## src/bma_pkg.sv

```systemverilog
// Shared constants for the binary moment accumulator: register map, field widths and resets.
package bma_pkg;

    // Configuration register widths.
    localparam int IMG_W_BITS = 12;
    localparam int ROW_START_BITS = 11;
    localparam int ROW_STOP_BITS = 12;
    localparam int COL_BITS = 12;

    // Stream field widths.
    localparam int PIXEL_BITS = 8;
    localparam int SUM_BITS = 32;
    localparam int S_TDATA_BITS = 8;
    localparam int M_TDATA_BITS = 3 * SUM_BITS;

    // APB port.
    localparam int APB_AW = 5;
    localparam int APB_DW = 32;

    // Register indexes (byte address is four times the index).
    localparam logic [2:0] REG_IMAGE_WIDTH = 3'd0;
    localparam logic [2:0] REG_ROW_START = 3'd1;
    localparam logic [2:0] REG_ROW_STOP = 3'd2;
    localparam logic [2:0] REG_COL_START = 3'd3;
    localparam logic [2:0] REG_COL_STOP = 3'd4;

    // Register reset values.
    localparam logic [IMG_W_BITS-1:0] IMAGE_WIDTH_RST = 12'd640;
    localparam logic [ROW_START_BITS-1:0] ROW_START_RST = 11'd0;
    localparam logic [ROW_STOP_BITS-1:0] ROW_STOP_RST = 12'd2048;
    localparam logic [COL_BITS-1:0] COL_START_RST = 12'd0;
    localparam logic [COL_BITS-1:0] COL_STOP_RST = 12'd2048;

endpackage

```

## src/binary_moment_accumulator_unit.sv

```systemverilog
// Top level of the binary moment accumulator: position tracking, window test and moment sums.
//
// The block takes one 8-bit pixel per clock in raster order and tracks column and row itself;
// a pixel with bit 7 set is counted when its row lies in [row_start, row_stop) and its
// BLOCK_PIXELS-wide column block overlaps [col_start, col_stop). On the word marked with
// s_tlast the pixel is accumulated and one result word carries the pixel count, the column sum
// and the row sum (each modulo 2^32); the sums and position then restart from zero. Each pixel
// passes two register stages (window test, then accumulate); a result word becomes valid when
// its frame-end word leaves the window test register and is registered as the result. The intake
// stalls only while a finished result still waits on m_tready and the next frame end already
// waits in the window test register.
module binary_moment_accumulator_unit #(
    parameter int MAX_WIDTH = 2048,
    parameter int MAX_HEIGHT = 2048,
    parameter int BLOCK_PIXELS = 16
) (
    input  logic                              aclk,
    input  logic                              aresetn,
    // APB configuration port
    input  logic                              psel,
    input  logic                              penable,
    input  logic                              pwrite,
    input  logic [bma_pkg::APB_AW-1:0]        paddr,
    input  logic [bma_pkg::APB_DW-1:0]        pwdata,
    output logic [bma_pkg::APB_DW-1:0]        prdata,
    output logic                              pready,
    // Pixel stream
    input  logic                              s_tvalid,
    output logic                              s_tready,
    input  logic [bma_pkg::S_TDATA_BITS-1:0]  s_tdata,   // [7:0] pixel
    input  logic                              s_tlast,   // frame_end
    // Result stream
    output logic                              m_tvalid,
    input  logic                              m_tready,
    output logic [bma_pkg::M_TDATA_BITS-1:0]  m_tdata    // [31:0] pixel_count,
                                                         // [63:32] sum_x, [95:64] sum_y
);
    import bma_pkg::*;

    localparam int COL_W = (MAX_WIDTH > 1) ? $clog2(MAX_WIDTH) : 1;
    localparam int ROW_W = (MAX_HEIGHT > 1) ? $clog2(MAX_HEIGHT) : 1;
    localparam int OFF_W = (BLOCK_PIXELS > 1) ? $clog2(BLOCK_PIXELS) : 1;
    // Compare widths with headroom for base + BLOCK_PIXELS and col + 1.
    localparam int CCMP_W = ((COL_W > COL_BITS) ? COL_W : COL_BITS) + 2;
    localparam int RCMP_W = ((ROW_W > ROW_STOP_BITS) ? ROW_W : ROW_STOP_BITS) + 1;
    localparam logic [CCMP_W-1:0] BLOCK_C = CCMP_W'(BLOCK_PIXELS);
    localparam logic [CCMP_W-1:0] MAX_W_C = CCMP_W'(MAX_WIDTH);
    localparam logic [OFF_W-1:0] OFF_LAST = OFF_W'(BLOCK_PIXELS - 1);
    localparam logic [ROW_W-1:0] ROW_LAST = ROW_W'(MAX_HEIGHT - 1);

    // Configuration registers.
    logic [IMG_W_BITS-1:0]     image_width_reg;
    logic [ROW_START_BITS-1:0] row_start_reg;
    logic [ROW_STOP_BITS-1:0]  row_stop_reg;
    logic [COL_BITS-1:0]       col_start_reg;
    logic [COL_BITS-1:0]       col_stop_reg;

    // Position tracking; the block base and offset stand in for col / BLOCK_PIXELS.
    logic [COL_W-1:0] col_reg, col_next;
    logic [COL_W-1:0] base_reg, base_next;
    logic [OFF_W-1:0] off_reg, off_next;
    logic [ROW_W-1:0] row_reg, row_next;

    // Window test stage.
    logic             v1_reg;
    logic             hit1_reg;
    logic             last1_reg;
    logic [COL_W-1:0] col1_reg;
    logic [ROW_W-1:0] row1_reg;

    // Accumulators and result register.
    logic [SUM_BITS-1:0] cnt_acc_reg, x_acc_reg, y_acc_reg;
    logic [SUM_BITS-1:0] cnt_sum, x_sum, y_sum;
    logic                out_v_reg;
    logic [SUM_BITS-1:0] out_cnt_reg, out_x_reg, out_y_reg;

    logic        cfg_wr;
    logic [2:0]  cfg_idx;
    logic        stall;
    logic        take_in;
    logic        step1;
    logic        hit;
    logic        row_ok;
    logic        blk_ok;
    logic [CCMP_W-1:0] col_inc;
    logic [CCMP_W-1:0] base_ext;

    // ---------------- configuration ----------------
    assign pready  = 1'b1;
    assign cfg_idx = paddr[APB_AW-1:2];
    assign cfg_wr  = psel && penable && pwrite && pready;

    always_ff @(posedge aclk) begin
        if (!aresetn) begin
            image_width_reg <= IMAGE_WIDTH_RST;
            row_start_reg   <= ROW_START_RST;
            row_stop_reg    <= ROW_STOP_RST;
            col_start_reg   <= COL_START_RST;
            col_stop_reg    <= COL_STOP_RST;
        end else if (cfg_wr) begin
            case (cfg_idx)
                REG_IMAGE_WIDTH: image_width_reg <= pwdata[IMG_W_BITS-1:0];
                REG_ROW_START:   row_start_reg   <= pwdata[ROW_START_BITS-1:0];
                REG_ROW_STOP:    row_stop_reg    <= pwdata[ROW_STOP_BITS-1:0];
                REG_COL_START:   col_start_reg   <= pwdata[COL_BITS-1:0];
                REG_COL_STOP:    col_stop_reg    <= pwdata[COL_BITS-1:0];
                default: ;
            endcase
        end
    end

    always_comb begin
        prdata = '0;
        case (cfg_idx)
            REG_IMAGE_WIDTH: prdata = APB_DW'(image_width_reg);
            REG_ROW_START:   prdata = APB_DW'(row_start_reg);
            REG_ROW_STOP:    prdata = APB_DW'(row_stop_reg);
            REG_COL_START:   prdata = APB_DW'(col_start_reg);
            REG_COL_STOP:    prdata = APB_DW'(col_stop_reg);
            default:         prdata = '0;
        endcase
    end

    // ---------------- flow control ----------------
    // Only a frame end that would overwrite an unread result holds the pipe.
    assign stall    = v1_reg && last1_reg && out_v_reg && !m_tready;
    assign s_tready = !stall;
    assign take_in  = s_tvalid && s_tready;
    assign step1    = v1_reg && !stall;

    // ---------------- window test and position ----------------
    assign base_ext = CCMP_W'(base_reg);
    assign row_ok = (RCMP_W'(row_reg) >= RCMP_W'(row_start_reg))
                 && (RCMP_W'(row_reg) <  RCMP_W'(row_stop_reg));
    assign blk_ok = !((base_ext + BLOCK_C) <= CCMP_W'(col_start_reg))
                 && !(CCMP_W'(col_stop_reg) <= base_ext);
    assign hit    = s_tdata[PIXEL_BITS-1] && row_ok && blk_ok;
    assign col_inc = CCMP_W'(col_reg) + CCMP_W'(1);

    always_comb begin
        col_next  = col_reg;
        base_next = base_reg;
        off_next  = off_reg;
        row_next  = row_reg;
        if (take_in) begin
            if (s_tlast) begin
                col_next  = '0;
                base_next = '0;
                off_next  = '0;
                row_next  = '0;
            end else if (col_inc >= CCMP_W'(image_width_reg) || col_inc >= MAX_W_C) begin
                col_next  = '0;
                base_next = '0;
                off_next  = '0;
                row_next  = (row_reg == ROW_LAST) ? '0 : row_reg + ROW_W'(1);
            end else begin
                col_next = col_inc[COL_W-1:0];
                if (off_reg == OFF_LAST) begin
                    off_next  = '0;
                    base_next = col_inc[COL_W-1:0];
                end else begin
                    off_next = off_reg + OFF_W'(1);
                end
            end
        end
    end

    always_ff @(posedge aclk) begin
        if (!aresetn) begin
            col_reg  <= '0;
            base_reg <= '0;
            off_reg  <= '0;
            row_reg  <= '0;
            v1_reg   <= 1'b0;
        end else begin
            col_reg  <= col_next;
            base_reg <= base_next;
            off_reg  <= off_next;
            row_reg  <= row_next;
            if (!stall) begin
                v1_reg <= take_in;
            end
        end
    end

    always_ff @(posedge aclk) begin
        if (take_in) begin
            hit1_reg  <= hit;
            last1_reg <= s_tlast;
            col1_reg  <= col_reg;
            row1_reg  <= row_reg;
        end
    end

    // ---------------- accumulate ----------------
    assign cnt_sum = cnt_acc_reg + SUM_BITS'(hit1_reg);
    assign x_sum   = x_acc_reg + (hit1_reg ? SUM_BITS'(col1_reg) : '0);
    assign y_sum   = y_acc_reg + (hit1_reg ? SUM_BITS'(row1_reg) : '0);

    always_ff @(posedge aclk) begin
        if (!aresetn) begin
            cnt_acc_reg <= '0;
            x_acc_reg   <= '0;
            y_acc_reg   <= '0;
            out_v_reg   <= 1'b0;
        end else begin
            if (out_v_reg && m_tready) begin
                out_v_reg <= 1'b0;
            end
            if (step1) begin
                if (last1_reg) begin
                    cnt_acc_reg <= '0;
                    x_acc_reg   <= '0;
                    y_acc_reg   <= '0;
                    out_v_reg   <= 1'b1;
                end else begin
                    cnt_acc_reg <= cnt_sum;
                    x_acc_reg   <= x_sum;
                    y_acc_reg   <= y_sum;
                end
            end
        end
    end

    always_ff @(posedge aclk) begin
        if (step1 && last1_reg) begin
            out_cnt_reg <= cnt_sum;
            out_x_reg   <= x_sum;
            out_y_reg   <= y_sum;
        end
    end

    assign m_tvalid = out_v_reg;
    assign m_tdata  = {out_y_reg, out_x_reg, out_cnt_reg};

endmodule
```

## config.mk

```make
export PLATFORM = sky130hd
export DESIGN_NAME = binary_moment_accumulator_unit
export DESIGN_NICKNAME = d
export VERILOG_FILES = /design/src/bma_pkg.sv /design/src/binary_moment_accumulator_unit.sv
export SDC_FILE = /design/constraint.sdc
export NUM_CORES = 1
export LEC_CHECK = 0
export CAP_MARGIN = 20
export CORE_ASPECT_RATIO = 1.25
export CORE_MARGIN = 2
export CORE_UTILIZATION = 58
export DETAILED_ROUTE_END_ITERATION = 10
export DONT_BUFFER_PORTS = 1
export GPL_ROUTABILITY_DRIVEN = 0
export PLACE_DENSITY = 0.76
export SLEW_MARGIN = 30
export SYNTH_ARGS = -nofsm -noshare
export SYNTH_HDL_FRONTEND = slang
export SYNTH_SLANG_ARGS = --single-unit
export TNS_END_PERCENT = 30
```

## constraint.sdc

```tcl
create_clock -name aclk -period 3.73 [get_ports aclk]
set_input_delay 0.746 -clock aclk [delete_from_list [all_inputs] [get_ports aclk]]
set_output_delay 0.746 -clock aclk [all_outputs]
set_load 0.01 [all_outputs]
```

==> run_results.csv <==
group,metric,value,unit
sta,finalClockSkew,0.0263,ns
logic_synthesis,synth.distinct_cells,77,
drt,vias_per_cell,6.09,
drt,top_layer,"met4",
drt,vias,12200,
clock_tree,cts_root_buffer,"clkbuf_16",
sta,maxSlewHeadroom,37.4,%
floorplanning,ios,184,
grt,grt_pass1_wl,61.4,mm
placed_design,pre_cts_ws,0.364,ns
cells_and_area,diodes,0,
critical_path,crit_required,4.01,ns
logic_synthesis,yosysSeqAreaShare,47.1,%
logic_synthesis,ys.flop_type,"dfxtp_1",
sta,tightest_slew,0.936,ns
critical_path,crit_path_end_kind,"flip-flop",
clock_tree,cts_tree,"built",
critical_path,crit_fanout,23,
floorplanning,core,26900,um^2
clock_tree,cts_hold_buf,0,
clock_tree,cts_inserted_buffers,31,
logic_synthesis,syn_avg_cell_area,9.55,um^2
floorplanning,die_h,189,um
power_and_ir_drop,leakage,0.00645,uW
drt,dr.pass1.iters,6,
power_and_ir_drop,worst_ir_drop_vdd,0.000345,V
floorplanning,die_x,152,um
logic_synthesis,syn_inst,1663,
critical_path,rr_startpoint,"hit1_reg$_DFFE_PP_",
flow_run,drv_cap,0,
grt,grt_max_degree,79,
grt,grt_pass1_vias,11900,
drt,ant_nets,0,
grt,grt_usage,25.9,%
floorplanning,num_rows,67,
drt,drtIter0Drc,854,
drt,drc_errors,0,
floorplanning,die_area,28700,um^2
worst_hold_path,whs_path_depth,1,
critical_path,path_class,"flip-flop to flip-flop",
sta,hold_viol,0,
critical_path,reg2reg_depth,8,
critical_path,rr_endpoint,"out_y_reg[31]$_DFFE_PP_",
power_and_ir_drop,powerDensity,411,nW/um^2
cells_and_area,syn2layout_area_growth,7.88,%
sta,fin_crit,3.44,ns
power_and_ir_drop,p_total,7040,uW
logic_synthesis,synth_edf_count,120,
drt,drt-total-wl,37.9,mm
clock_tree,clock_sinks,314,
drt,wire_per_inst,18.9,um
worst_hold_path,hp-start,"aresetn",
sta,worst_slack,0.293,ns
clock_tree,cts-resized-gates,0,
logic_synthesis,yosysWarningCount,0,
clock_tree,clk_latency,0.56,ns
cells_and_area,drive_gt1_share,6.12,%
cells_and_area,final_common_cell,"dfxtp_1",
clock_tree,cts_setup_buffers,0,
placed_design,dp_hpwl,27.5,mm
logic_synthesis,async_flop_share,0,%
worst_hold_path,min_to,"row_stop_reg[11]$_SDFFE_PN1P_",
cells_and_area,fillers,2129,
sta,period_share,92.1,%
drt,route.met3.wl,2.44,mm
sta,tns,0,ns
cells_and_area,final_cell_mix,"dfxtp_1, nand2_1, nor2_1",
sta,drv_slew,0,
clock_tree,cts_max_level,1,
sta,finalSetupViolCount,0,
sta,rsz0062_at_grt,"false",
critical_path,worst_setup_path_start_kind,"flip-flop",
clock_tree,cts_max_path_buffers,3,
critical_path,worst-r2r-setup-slack,0.29,ns
clock_tree,clk_pin_slew,0.06,ns
placed_design,io_buffers,0,
grt,antenna_found_initial,0,
placed_design,dp_cells,1954,
drt,wl_met1,14.8,mm
critical_path,worstPathArrival,3.72,ns
cells_and_area,fin_nets,1781,
floorplanning,initial_core_util,59.0,%
logic_synthesis,synth_seq_cells,314,
sta,fmax,291,MHz
worst_hold_path,hold_class,"input port to flip-flop",
sta,hold_ws,0.268,ns
logic_synthesis,synth_area,15900,um^2
grt,grt_overflow,0,
cells_and_area,finalNonFillerCells,2011,
run_status,outcome,"complete, no violations",
drt,wl_met2,18.8,mm
## power by group
group	switching [uW]	leakage [uW]	total, uW	internal, uW
registers	51.9	0.00264	3660	3610
clock network	1290	0.000478	3070	1780
logic	211	0.00333	299	88.4
## worst max-delay path: stages, from the launching register on
cell	delay [ns]
edfxtp_1	0.65
and2_1	0.25
ha_1	0.35
a21o_1	0.25
a221o_1	0.38
a311oi_1	0.39
or3_1	0.50
nor3_1	0.18
xor2_1	0.19
## synthesized netlist by cell type (4+ instances only)
cell | count | area share, %
nor3_1 | 25 | 0.79
mux2i_1 | 46 | 2.9
o311ai_0 | 6 | 0.33
o21ai_0 | 79 | 2.5
o21a_1 | 4 | 0.19
buf_2 | 8 | 0.25
inv_1 | 86 | 2.0
nand3_1 | 53 | 1.7
nor2b_1 | 9 | 0.35
buf_1 | 4 | 0.094
a211oi_1 | 4 | 0.19
nor4_1 | 10 | 0.39
a21oi_1 | 124 | 3.9
o31ai_1 | 18 | 0.85
a21o_1 | 25 | 1.2
or3_1 | 14 | 0.55
nand2_1 | 151 | 3.6
and3_1 | 21 | 0.83
or4_1 | 5 | 0.24
or3b_2 | 4 | 0.22
and4_1 | 8 | 0.44
dfxtp_1 | 194 | 24
a311oi_1 | 4 | 0.22
xnor2_1 | 60 | 3.3
buf_4 | 23 | 1.1
o211ai_1 | 9 | 0.43
nand2b_1 | 14 | 0.55
a31oi_1 | 25 | 0.98
edfxtp_1 | 120 | 23
a22oi_1 | 31 | 1.5
nor2_1 | 144 | 3.4
a22o_1 | 25 | 1.4
o41ai_1 | 8 | 0.44
clkbuf_1 | 62 | 1.5
ha_1 | 84 | 6.6
nand4_1 | 19 | 0.75
o22ai_1 | 11 | 0.43
and2_1 | 27 | 1.1
xor2_1 | 43 | 2.4
## per-stage QoR
step	util (%)	area, um^2
3_5_place_dp	60.0	16100
6_report	63.7	17100
4_1_cts	63.7	17100
5_1_grt	63.7	17100
2_1_floorplan	-	16000
3_3_place_gp	60.0	16100
## final cells by class
cell class	instances	area [um^2]	area share, %
well taps	345	432	2.52
clock inverters	14	160	0.935
multi-input cells	1179	7640	44.6
clock buffers	43	841	4.91
inverters	87	332	1.93
flip-flops and latches	314	7490	43.7
repair buffers	29	243	1.42
## layer usage
metal | GRT usage, % | vias up
li1 | - | 5900
met1 | 31.0 | 5755
met2 | 45.6 | 475
met3 | 4.39 | 114
met4 | 11.9 | 0
met5 | 0 | -
## cells by family after synthesis
group	after synthesis	synth area share (%)
mux	48	3.11
compound gates	400	16.0
xor+xnor	103	5.68
flops	314	47.1
other cells	2	0.0473
fa+ha+maj	86	6.87
buf+inv	189	5.35
simple gates	521	15.8
## worst max-delay path by stage
stage | startpoint | end | slack, ns | cells after the start
floorplan | m_tready | out_cnt_reg[0]$_DFFE_PP_ | 0.56 | 5
global placement | hit1_reg$_DFFE_PP_ | out_y_reg[23]$_DFFE_PP_ | 0.43 | 8
detailed placement | hit1_reg$_DFFE_PP_ | out_y_reg[31]$_DFFE_PP_ | 0.36 | 8
CTS | hit1_reg$_DFFE_PP_ | out_y_reg[31]$_DFFE_PP_ | 0.33 | 8
global route | hit1_reg$_DFFE_PP_ | x_acc_reg[16]$_SDFFE_PN0P_ | 0.05 | 12
finish | hit1_reg$_DFFE_PP_ | out_y_reg[31]$_DFFE_PP_ | 0.29 | 8
No activity file was read; power rests on OpenSTA's default activity.
